### src/rtl/swmm_pkg.sv
// shared types and constants for the sliding window min/max/mean core
package swmm_pkg;

    localparam int SAMPLE_W  = 16;

    typedef logic [SAMPLE_W-1:0] sample_t;

    typedef enum logic [2:0] {
        ST_IDLE,
        ST_WRITE,
        ST_SCAN,
        ST_DRAIN,
        ST_DIVIDE,
        ST_FINISH
    } state_t;

endpackage

### src/rtl/swmm_if.sv
// request and result channels of the sliding window min/max/mean core
interface swmm_sample_if;
    logic              valid;
    logic              ready;
    swmm_pkg::sample_t sample;

    modport source (output valid, output sample, input ready);
    modport sink   (input valid, input sample, output ready);
endinterface

interface swmm_stats_if;
    logic              valid;
    logic              ready;
    swmm_pkg::sample_t window_min;
    swmm_pkg::sample_t window_max;
    swmm_pkg::sample_t window_mean;

    modport source (output valid, output window_min, output window_max,
                    output window_mean, input ready);
    modport sink   (input valid, input window_min, input window_max,
                    input window_mean, output ready);
endinterface

### src/rtl/sliding_window_min_max_mean_core.sv
// sliding window min/max/mean core: ring store, scan sequencer and reciprocal mean
// Each accepted sample request overwrites the oldest of WINDOW ring entries,
// then one adder/compare unit walks the whole ring, one entry per cycle from a
// single read port, and the mean comes from one multiply by a fixed
// reciprocal of WINDOW, exact for every sum the ring can hold. Ready rises
// again once the sequencer has passed the write state, the ring reads, a
// state for the read latency, the multiply state and the state that loads
// the result register. A new sample request is therefore taken only when the
// last one is through, and later when the load waits for a stalled result.
// The result register sits between the sequencer and the output channel, so
// a new sample is taken while a finished result still waits. Entries not yet
// written since reset read as zero through a fill count; there is no clearing
// pass. window_mean is the truncated sum of all WINDOW entries divided by
// WINDOW.
module sliding_window_min_max_mean_core #(
    parameter int WINDOW = 128
) (
    input  logic         clk,
    input  logic         rst_n,
    swmm_sample_if.sink  samples,
    swmm_stats_if.source stats
);

    localparam int AW    = (WINDOW > 1) ? $clog2(WINDOW) : 1;
    localparam int FW    = $clog2(WINDOW + 1);
    localparam int SUM_W = swmm_pkg::SAMPLE_W + AW;

    // reciprocal ceil(2^MEAN_SHIFT / WINDOW): the error stays below one
    // quotient step for any sum below WINDOW * 2^16
    localparam int              MEAN_SHIFT = swmm_pkg::SAMPLE_W + 2 * AW;
    localparam int              RECIP_W    = swmm_pkg::SAMPLE_W + 1 + AW;
    localparam int              PROD_W     = SUM_W + RECIP_W;
    localparam longint unsigned RECIP_VAL  =
        ((64'd1 << MEAN_SHIFT) + 64'(WINDOW) - 64'd1) / 64'(WINDOW);

    localparam logic [AW-1:0]      LAST_IDX = AW'(WINDOW - 1);
    localparam logic [FW-1:0]      FULL_CNT = FW'(WINDOW);
    localparam logic [RECIP_W-1:0] RECIP    = RECIP_W'(RECIP_VAL);

    // sequencer
    swmm_pkg::state_t state_reg, state_next;

    // ring store, no reset: unwritten entries are masked by the fill count
    swmm_pkg::sample_t ring_mem [WINDOW];
    swmm_pkg::sample_t rd_data_reg;
    logic              rd_pend_reg;
    logic              rd_vld_reg;

    logic [AW-1:0]     wpos_reg;
    logic [FW-1:0]     fill_reg;
    logic [AW-1:0]     scan_idx_reg;
    swmm_pkg::sample_t sample_reg;

    // accumulators and mean
    swmm_pkg::sample_t             min_reg;
    swmm_pkg::sample_t             max_reg;
    logic [SUM_W-1:0]              sum_reg;
    swmm_pkg::sample_t             quo_reg;

    // result register
    logic              out_vld_reg;
    swmm_pkg::sample_t out_min_reg;
    swmm_pkg::sample_t out_max_reg;
    swmm_pkg::sample_t out_mean_reg;

    logic              in_fire;
    logic              out_load;
    swmm_pkg::sample_t scan_val;
    logic [PROD_W-1:0] mean_prod;

    assign in_fire   = samples.valid && samples.ready;
    assign scan_val  = rd_vld_reg ? rd_data_reg : '0;
    assign mean_prod = {{RECIP_W{1'b0}}, sum_reg} * {{SUM_W{1'b0}}, RECIP};

    // next state and handshake
    always_comb
    begin
        state_next    = state_reg;
        samples.ready = 1'b0;
        out_load      = 1'b0;
        unique case (state_reg)
            swmm_pkg::ST_IDLE:
            begin
                samples.ready = 1'b1;
                if (samples.valid)
                begin
                    state_next = swmm_pkg::ST_WRITE;
                end
            end
            swmm_pkg::ST_WRITE:
            begin
                state_next = swmm_pkg::ST_SCAN;
            end
            swmm_pkg::ST_SCAN:
            begin
                if (scan_idx_reg == LAST_IDX)
                begin
                    state_next = swmm_pkg::ST_DRAIN;
                end
            end
            swmm_pkg::ST_DRAIN:
            begin
                state_next = swmm_pkg::ST_DIVIDE;
            end
            swmm_pkg::ST_DIVIDE:
            begin
                state_next = swmm_pkg::ST_FINISH;
            end
            swmm_pkg::ST_FINISH:
            begin
                // hold until the result register is free
                if (!out_vld_reg || stats.ready)
                begin
                    out_load   = 1'b1;
                    state_next = swmm_pkg::ST_IDLE;
                end
            end
            default:
            begin
                state_next = swmm_pkg::ST_IDLE;
            end
        endcase
    end

    always_ff @(posedge clk or negedge rst_n)
    begin
        if (!rst_n)
        begin
            state_reg <= swmm_pkg::ST_IDLE;
        end
        else
        begin
            state_reg <= state_next;
        end
    end

    // ring write and registered read port
    always_ff @(posedge clk)
    begin
        if (state_reg == swmm_pkg::ST_WRITE)
        begin
            ring_mem[wpos_reg] <= sample_reg;
        end
        rd_data_reg <= ring_mem[scan_idx_reg];
    end

    // write position, fill count and read pipeline control
    always_ff @(posedge clk or negedge rst_n)
    begin
        if (!rst_n)
        begin
            wpos_reg     <= '0;
            fill_reg     <= '0;
            scan_idx_reg <= '0;
            rd_pend_reg  <= 1'b0;
            rd_vld_reg   <= 1'b0;
        end
        else
        begin
            rd_pend_reg <= (state_reg == swmm_pkg::ST_SCAN);
            // entry is live once written: writes fill slots in order from zero
            rd_vld_reg  <= (FW'(scan_idx_reg) < fill_reg);
            if (state_reg == swmm_pkg::ST_WRITE)
            begin
                wpos_reg     <= (wpos_reg == LAST_IDX) ? '0 : wpos_reg + 1'b1;
                scan_idx_reg <= '0;
                if (fill_reg != FULL_CNT)
                begin
                    fill_reg <= fill_reg + 1'b1;
                end
            end
            else if (state_reg == swmm_pkg::ST_SCAN && scan_idx_reg != LAST_IDX)
            begin
                scan_idx_reg <= scan_idx_reg + 1'b1;
            end
        end
    end

    // sample latch, accumulation and mean
    always_ff @(posedge clk)
    begin
        if (in_fire)
        begin
            sample_reg <= samples.sample;
        end
        if (state_reg == swmm_pkg::ST_WRITE)
        begin
            min_reg <= '1;
            max_reg <= '0;
            sum_reg <= '0;
        end
        else if (rd_pend_reg)
        begin
            if (scan_val < min_reg)
            begin
                min_reg <= scan_val;
            end
            if (scan_val > max_reg)
            begin
                max_reg <= scan_val;
            end
            sum_reg <= sum_reg + SUM_W'(scan_val);
        end

        if (state_reg == swmm_pkg::ST_DIVIDE)
        begin
            quo_reg <= mean_prod[MEAN_SHIFT +: swmm_pkg::SAMPLE_W];
        end
    end

    // result register
    always_ff @(posedge clk or negedge rst_n)
    begin
        if (!rst_n)
        begin
            out_vld_reg <= 1'b0;
        end
        else if (out_load)
        begin
            out_vld_reg <= 1'b1;
        end
        else if (stats.ready)
        begin
            out_vld_reg <= 1'b0;
        end
    end

    always_ff @(posedge clk)
    begin
        if (out_load)
        begin
            out_min_reg  <= min_reg;
            out_max_reg  <= max_reg;
            out_mean_reg <= quo_reg;
        end
    end

    assign stats.valid       = out_vld_reg;
    assign stats.window_min  = out_min_reg;
    assign stats.window_max  = out_max_reg;
    assign stats.window_mean = out_mean_reg;

    // checks
    a_wpos_range: assert property (@(posedge clk) disable iff (!rst_n)
        wpos_reg <= LAST_IDX)
        else $error("write position beyond window");

    a_fill_range: assert property (@(posedge clk) disable iff (!rst_n)
        fill_reg <= FULL_CNT)
        else $error("fill count beyond window");

    a_accept_write: assert property (@(posedge clk) disable iff (!rst_n)
        in_fire |=> state_reg == swmm_pkg::ST_WRITE)
        else $error("accepted sample not written next cycle");

    a_stats_hold: assert property (@(posedge clk) disable iff (!rst_n)
        (out_vld_reg && !stats.ready) |=>
            (out_vld_reg && $stable(out_min_reg) && $stable(out_max_reg)
             && $stable(out_mean_reg)))
        else $error("stalled result changed");

    a_mean_le_max: assert property (@(posedge clk) disable iff (!rst_n)
        out_load |-> (quo_reg <= max_reg && min_reg <= max_reg))
        else $error("mean above maximum");

endmodule
### src/flat_wrapper.sv
// flat-port wrapper written by rule: the top's interface ports become plain ports
module sliding_window_min_max_mean_core_flat 
#(
    parameter int WINDOW = 128
)
  (clk, rst_n, samples_valid, samples_sample, samples_ready, stats_valid, stats_window_min, stats_window_max, stats_window_mean, stats_ready);
  swmm_sample_if samples_i ();
  swmm_stats_if stats_i ();
  input  logic clk;
  input  logic rst_n;
  input wire logic [$bits(samples_i.valid)-1:0] samples_valid;
  input wire logic [$bits(samples_i.sample)-1:0] samples_sample;
  output wire logic [$bits(samples_i.ready)-1:0] samples_ready;
  output wire logic [$bits(stats_i.valid)-1:0] stats_valid;
  output wire logic [$bits(stats_i.window_min)-1:0] stats_window_min;
  output wire logic [$bits(stats_i.window_max)-1:0] stats_window_max;
  output wire logic [$bits(stats_i.window_mean)-1:0] stats_window_mean;
  input wire logic [$bits(stats_i.ready)-1:0] stats_ready;
  assign samples_i.valid = samples_valid;
  assign samples_i.sample = samples_sample;
  assign samples_ready = samples_i.ready;
  assign stats_valid = stats_i.valid;
  assign stats_window_min = stats_i.window_min;
  assign stats_window_max = stats_i.window_max;
  assign stats_window_mean = stats_i.window_mean;
  assign stats_i.ready = stats_ready;
  sliding_window_min_max_mean_core #(.WINDOW(WINDOW)) u_core (.clk(clk), .rst_n(rst_n), .samples(samples_i), .stats(stats_i));
endmodule
### config.mk
export PLATFORM = sky130hd
export DESIGN_NAME = sliding_window_min_max_mean_core_flat
export DESIGN_NICKNAME = d
export VERILOG_FILES = /design/src/rtl/swmm_pkg.sv /design/src/rtl/swmm_if.sv /design/src/rtl/sliding_window_min_max_mean_core.sv /design/src/flat_wrapper.sv
export SDC_FILE = /design/constraint.sdc
export NUM_CORES = 2
export LEC_CHECK = 0
export ABC_CLOCK_PERIOD_IN_PS = 3700
export BUFFER_PORTS_ARGS = -buffer_cell sky130_fd_sc_hd__buf_2
export CAP_MARGIN = 20
export CORE_MARGIN = 5
export CORE_UTILIZATION = 44
export DETAILED_ROUTE_END_ITERATION = 8
export PLACE_DENSITY = 0.57
export RECOVER_POWER = 100
export SETUP_SLACK_MARGIN = 0.4
export SLEW_MARGIN = 20
export SYNTH_ARGS = -nofsm -noshare
export SYNTH_HDL_FRONTEND = slang
export SYNTH_SLANG_ARGS = --single-unit
### constraint.sdc
create_clock -name clk -period 3.7 [get_ports clk]
set_clock_uncertainty 0.05 [all_clocks]
set_input_delay 0.37 -clock clk [delete_from_list [all_inputs] [get_ports clk]]
set_output_delay 0.37 -clock clk [all_outputs]
set_load 0.01 [all_outputs]
; Yosys cells after proc, flatten, opt, wreduce, memory -nomap -nowiden
; Memories as Yosys holds them, arrays and structs flattened. A register that Yosys moved wholly into a read port is not among the register bits.
; Cells that the tools add are included.
[totals]
mem_count = 1
register_bits = 163
ramBits = 2048
[op_classes]
reduce_logical = 11
addsub = 4
order_cmp = 3
eq_ne = 12
mux = 15
[mem_list]
columns = memory, words, word_bits, rd, rd_clocked_by_memory_dff, wr, line_no
row1 = u_core.ring_mem, 128, 16, 1, 1, 1, sliding_window_min_max_mean_core.sv:44  ; swmm_pkg::sample_t ring_mem [WINDOW];
[ops]
columns = cell, count
row1 = $add A23 B16 Y23, 1
row2 = $mux W7, 3
row3 = $pmux W3 S6, 1
row4 = $gt A16 B16 Y1, 1
row5 = $lt A16 B16 Y1, 1
row6 = $mux W16, 1
row7 = $add A7 B1 Y7 const B, 2
row8 = $eq A7 B7 Y1 const B, 2
row9 = $mux W3, 3
row10 = $add A8 B1 Y8 const B, 1
row11 = $lt A7 B8 Y1, 1
row12 = $ne A8 B8 Y1 const B, 1
row13 = $mux W1, 7
row14 = $ne A7 B7 Y1 const B, 1
row15 = $eq A3 B2 Y1 const B, 2
row16 = $eq A3 B3 Y1 const B, 2
row17 = $reduce_and A2 Y1, 3
row18 = $ne A2 B1 Y1 const B, 2
row19 = $reduce_bool A2 Y1, 2
row20 = $eq A3 B1 Y1 const B, 1
row21 = $logic_not A3 Y1, 1
row22 = $reduce_and A3 Y1, 1
row23 = $logic_and A1 B1 Y1, 2
row24 = $ne A2 B2 Y1 const B, 1
row25 = other kinds (2), 2

; Logic depth before layout (Yosys ltp)
[depth]
ltp_word = 5
mapped_depth = 15
mapped_depth_nobuf = 12

; Worst setup path after synthesis
; No wires, ideal clock.
[synth_path]
path_type = reg-to-reg
from = register u_core.state_reg[1]
to = memory u_core.ring_mem[72][0] in the netlist's numbering, enable pin
period_less_slack_ps = 3526
stages_incl_launch_ff = 7
arrival_ps = 3046
t_required_ps = 3220
path_slack_ps = 174
setup_time_ps = 430
cell_sequence = dfrtp_1 > nand2b_1 > nor2_1 > clkbuf_1 > clkbuf_1 > nand3_1 > nor4_1
[synth_via]
elab_chain_len = 3
[synth_lines]
columns = item, line_no
row1 = "start, declared", sliding_window_min_max_mean_core.sv:41  ; swmm_pkg::state_t state_reg, state_next;
row2 = "start signal, assigned", sliding_window_min_max_mean_core.sv:129  ; state_reg <= swmm_pkg::ST_IDLE;
row3 = "start signal, assigned", sliding_window_min_max_mean_core.sv:133  ; state_reg <= state_next;
row4 = $eq A3 B1 Y1, sliding_window_min_max_mean_core.sv:140  ; if (state_reg == swmm_pkg::ST_WRITE)
row5 = $mux W1, sliding_window_min_max_mean_core.sv:140
row6 = $mux W1 (implied by the code), sliding_window_min_max_mean_core.sv:142  ; ring_mem[wpos_reg] <= sample_reg;
row7 = "end, declared", sliding_window_min_max_mean_core.sv:44
; No other way between the ends.

; Final worst setup path
[layout_path]
from = register u_core.state_reg[1]
to = memory u_core.ring_mem[29][1] in the netlist's numbering, enable pin
; The elaborated chain is that of the path after synthesis.

==> flow_summary_export.csv <==
group,metric,value,unit
global_routing,grt_pass1_vias,42500,
routing,wl_met2,105000,µm
routing,drt_iter0_drc,4617,
floorplanning,coreArea,197000,µm²
routing,routed_wl,220000,µm
floorplanning,io_pins,70,
hold_path,hold_path.class,"in -> reg",
yosys,synth_ff_type,"edfxtp_1",
final_layout,layout_commonest_cell,"edfxtp_1",
setup_path,crit_path_start_kind,"register",
timing,finalHoldViolations,0,
routing,dr.pass1.iters,5,
yosys,ys_ff_latch,2227,
power,seqPwrFrac,0.431,
timing,slew_headroom,-1.10,
setup_path,critPathKind,"reg -> reg",
setup_path,reg2reg_depth,7,
clock_tree,cts-root-buf,"clkbuf_16",
routing,vias,42400,
yosys,synthArstFlopShare,0.0126,
timing,max_clock_freq,285,MHz
job,maxCapViolations,26,
routing,drc,0,
placement,numPortBuffers,69,
setup_path,cp.required,4.13,ns
final_layout,utilization,0.507,
placement,gp_congestion,0.799,
routing,met1_length,94300,µm
final_layout,final_cell_mix,"edfxtp_1 (2128), mux4_2 (594), clkbuf_16 (229), clkbuf_1 (172), nor2_1 (147)",
final_layout,multi_input_area,19900,µm²
final_layout,fin_nets,4525,
yosys,synthesis.nets,4119,
routing,routed-wl-met3,16200,µm
yosys,synth_edf_count,2128,
power,powerDensity,715,nW/µm²
clock_tree,clk_pin_slew_worst_paths,0.06,ns
placement,dp_hpwl,128000,µm
clock_tree,clkSinkCount,2227,
outcome,status,"complete, but fails checks",
power,p_sw,20.7,mW
setup_path,path_max_fanout,12,
global_routing,grt_pass1_wl,316000,µm
power,p_leak,31.1,nW
yosys,syn_avg_cell_area,21.4,µm²
final_layout,seqCellArea,66000,µm²
yosys,netlist_instances,4061,
power,vdd_drop_max,0.000531,V
routing,routed.top_layer,"met5",
clock_tree,numCtsBuffers,221,
timing,rsz0062_at_grt,"true",
global_routing,grt_usage,0.214,
timing,tightest_slew,3.15,ns
timing,final_max_slew_viol_count,1887,
yosys,ys_warn_count,0,
timing,period_minus_slack,3.51,ns
power,cell_internal_pwr,50.7,mW
final_layout,area_growth_syn_to_layout,14.8,%
final_layout,fillers,15800,
final_layout,largest_reg_flops,2048,
clock_tree,clk_latency,0.86,ns
global_routing,grt_max_degree,129,
setup_path,cp-end-kind,"register",
routing,wire_per_inst,30.1,µm
power,combinationalPowerShare,0.254,
yosys,yosysUniqueCellTypes,72,
floorplanning,start_util,0.441,
power,pwr-share-clk,0.315,
placement,place_ws,-0.0769,ns
routing,drt.antenna.violating_nets,0,
setup_path,worstPathArrival,3.94,ns
clock_tree,tritoncts,"done",
hold_path,whs_path_depth,2,
yosys,synth_seq_area_share,0.759,
yosys,synth_area,87000,µm²
floorplanning,die_y,455,µm
outcome,violations,"capacitance limit, slew limit",
global_routing,antenna_found_initial,10,
timing,post-route-period-util,0.949,
clock_tree,cts_max_level,4,
floorplanning,dieArea,207000,µm²
timing,setup_ws,0.189,ns
floorplanning,row_count,163,
final_layout,drive_gt1_frac,0.282,
power,swShare,0.290,
global_routing,grt_remaining_overflow,0,
routing,viasPerCell,5.81,
timing,setup_viol,0,
floorplanning,die-width,455,µm
clock_tree,cts_buffer_depth,3,
## power groups by stage
| stage | registers (mW) | clock network (mW) | logic, mW |
|---|---|---|---|
| 3_5_place_dp | 31.1 | 0 | 18.1 |
| 5_1_grt | 30.9 | 24.0 | 19.5 |
| 4_1_cts | 30.6 | 22.9 | 18.5 |
| 6_report | 30.8 | 22.5 | 18.2 |
| 2_1_floorplan | 31.2 | 0 | 11.4 |
| 3_3_place_gp | 31.1 | 0 | 17.9 |
## synth_stat cells (29+ instances only)
master    count  share of area
buf_2        60         0.0035
mux2i_1      95          0.011
clkbuf_1    103         0.0044
nand3_1      41         0.0024
inv_1        42         0.0018
a21oi_1      69         0.0040
nor2_1      210         0.0091
o21ai_0      62         0.0036
dfxtp_1      71          0.016
xnor2_1      33         0.0033
buf_1        35         0.0015
mux2_2       41         0.0053
ha_1         38         0.0055
buf_4        29         0.0025
edfxtp_1   2128           0.73
mux4_2      594           0.15
nand2_1      81         0.0035
## per-layer routing
layer | vias up | GRT usage
li1 | 17800 | -
met1 | 22900 | 0.314
met2 | 1517 | 0.335
met3 | 280 | 0.0405
met4 | 2 | 0.0511
met5 | - | 0
## area by class of cell
| cell class | count | share of cell area |
|---|---|---|
| Tap cell | 2640 | 0.0331 |
| Timing Repair Buffer | 415 | 0.0312 |
| Clock buffer | 276 | 0.0590 |
| Antenna cell | 4 | 0.000100 |
| Clock inverter | 137 | 0.0136 |
| Multi-Input combinational cell | 1559 | 0.200 |
| Sequential cell | 2227 | 0.661 |
| Inverter | 43 | 0.00165 |
## through the flow
| step | hold WS, ns | TNS [ns] | area, µm² | total power [mW] | instances |
|---|---|---|---|---|---|
| finish | 0.179 | 0 | 99800 | 71.4 | 7301 |
| global route | 0.138 | 0 | 99800 | 74.4 | 7300 |
| CTS | 0.0401 | 0 | 101000 | 72.0 | 7292 |
| detailed placement | 0.355 | -0.0769 | 92900 | 49.2 | 6850 |
| global placement | 0.354 | -0.0688 | 92800 | 49.0 | 6849 |
| floorplan | 0.0244 | 0 | 87000 | 42.5 | 4061 |
## worst paths after layout
kind / from / to / slack, ns
setup reg to reg: u_core.state_reg[1] / u_core.ring_mem[29][1] / 0.19
min in group asynchronous: rst_n / u_core.stats.valid / 0.59
hold reg to reg: u_core.quo_reg[9] / u_core.stats.window_mean[9] / 0.37
hold / removal: samples_sample[3] / u_core.sample_reg[3] / 0.18
max in group asynchronous: rst_n / u_core.scan_idx_reg[3] / 1.53
setup / recovery: u_core.state_reg[1] / u_core.ring_mem[29][1] / 0.19
## cell families after synthesis
family / Yosys count / share of synthesized area
adders and majority gates: 44 / 0.00616
DFF: 2227 / 0.759
muxes: 730 / 0.170
buffers and inverters: 275 / 0.0144
and+or+nand+nor: 445 / 0.0231
xor gates and xnor gates: 47 / 0.00473
AOI/OAI and AO/OA: 293 / 0.0223
## repair_timing
item / 4_1_cts / 5_1_grt
resized for setup: 18 / 16
pin swaps: 0 / 2
setup endpoints to repair: 9 / 14
gates cloned: 3 / 3
hold buffers: 20 / 0
hold endpoints to repair: 47 / 0
buffers inserted: 6 / 1
## worst max-delay path: stages, from the launching register on
cell and delay, ns:
dfrtp_1 0.42, nand2b_1 0.17, clkbuf_1 0.14, nor2_4 0.34, nand4b_1 0.24, clkbuf_1 0.51, nor2_1 0.66, clkbuf_2 0.58
Power figures use the tool's default switching activity.
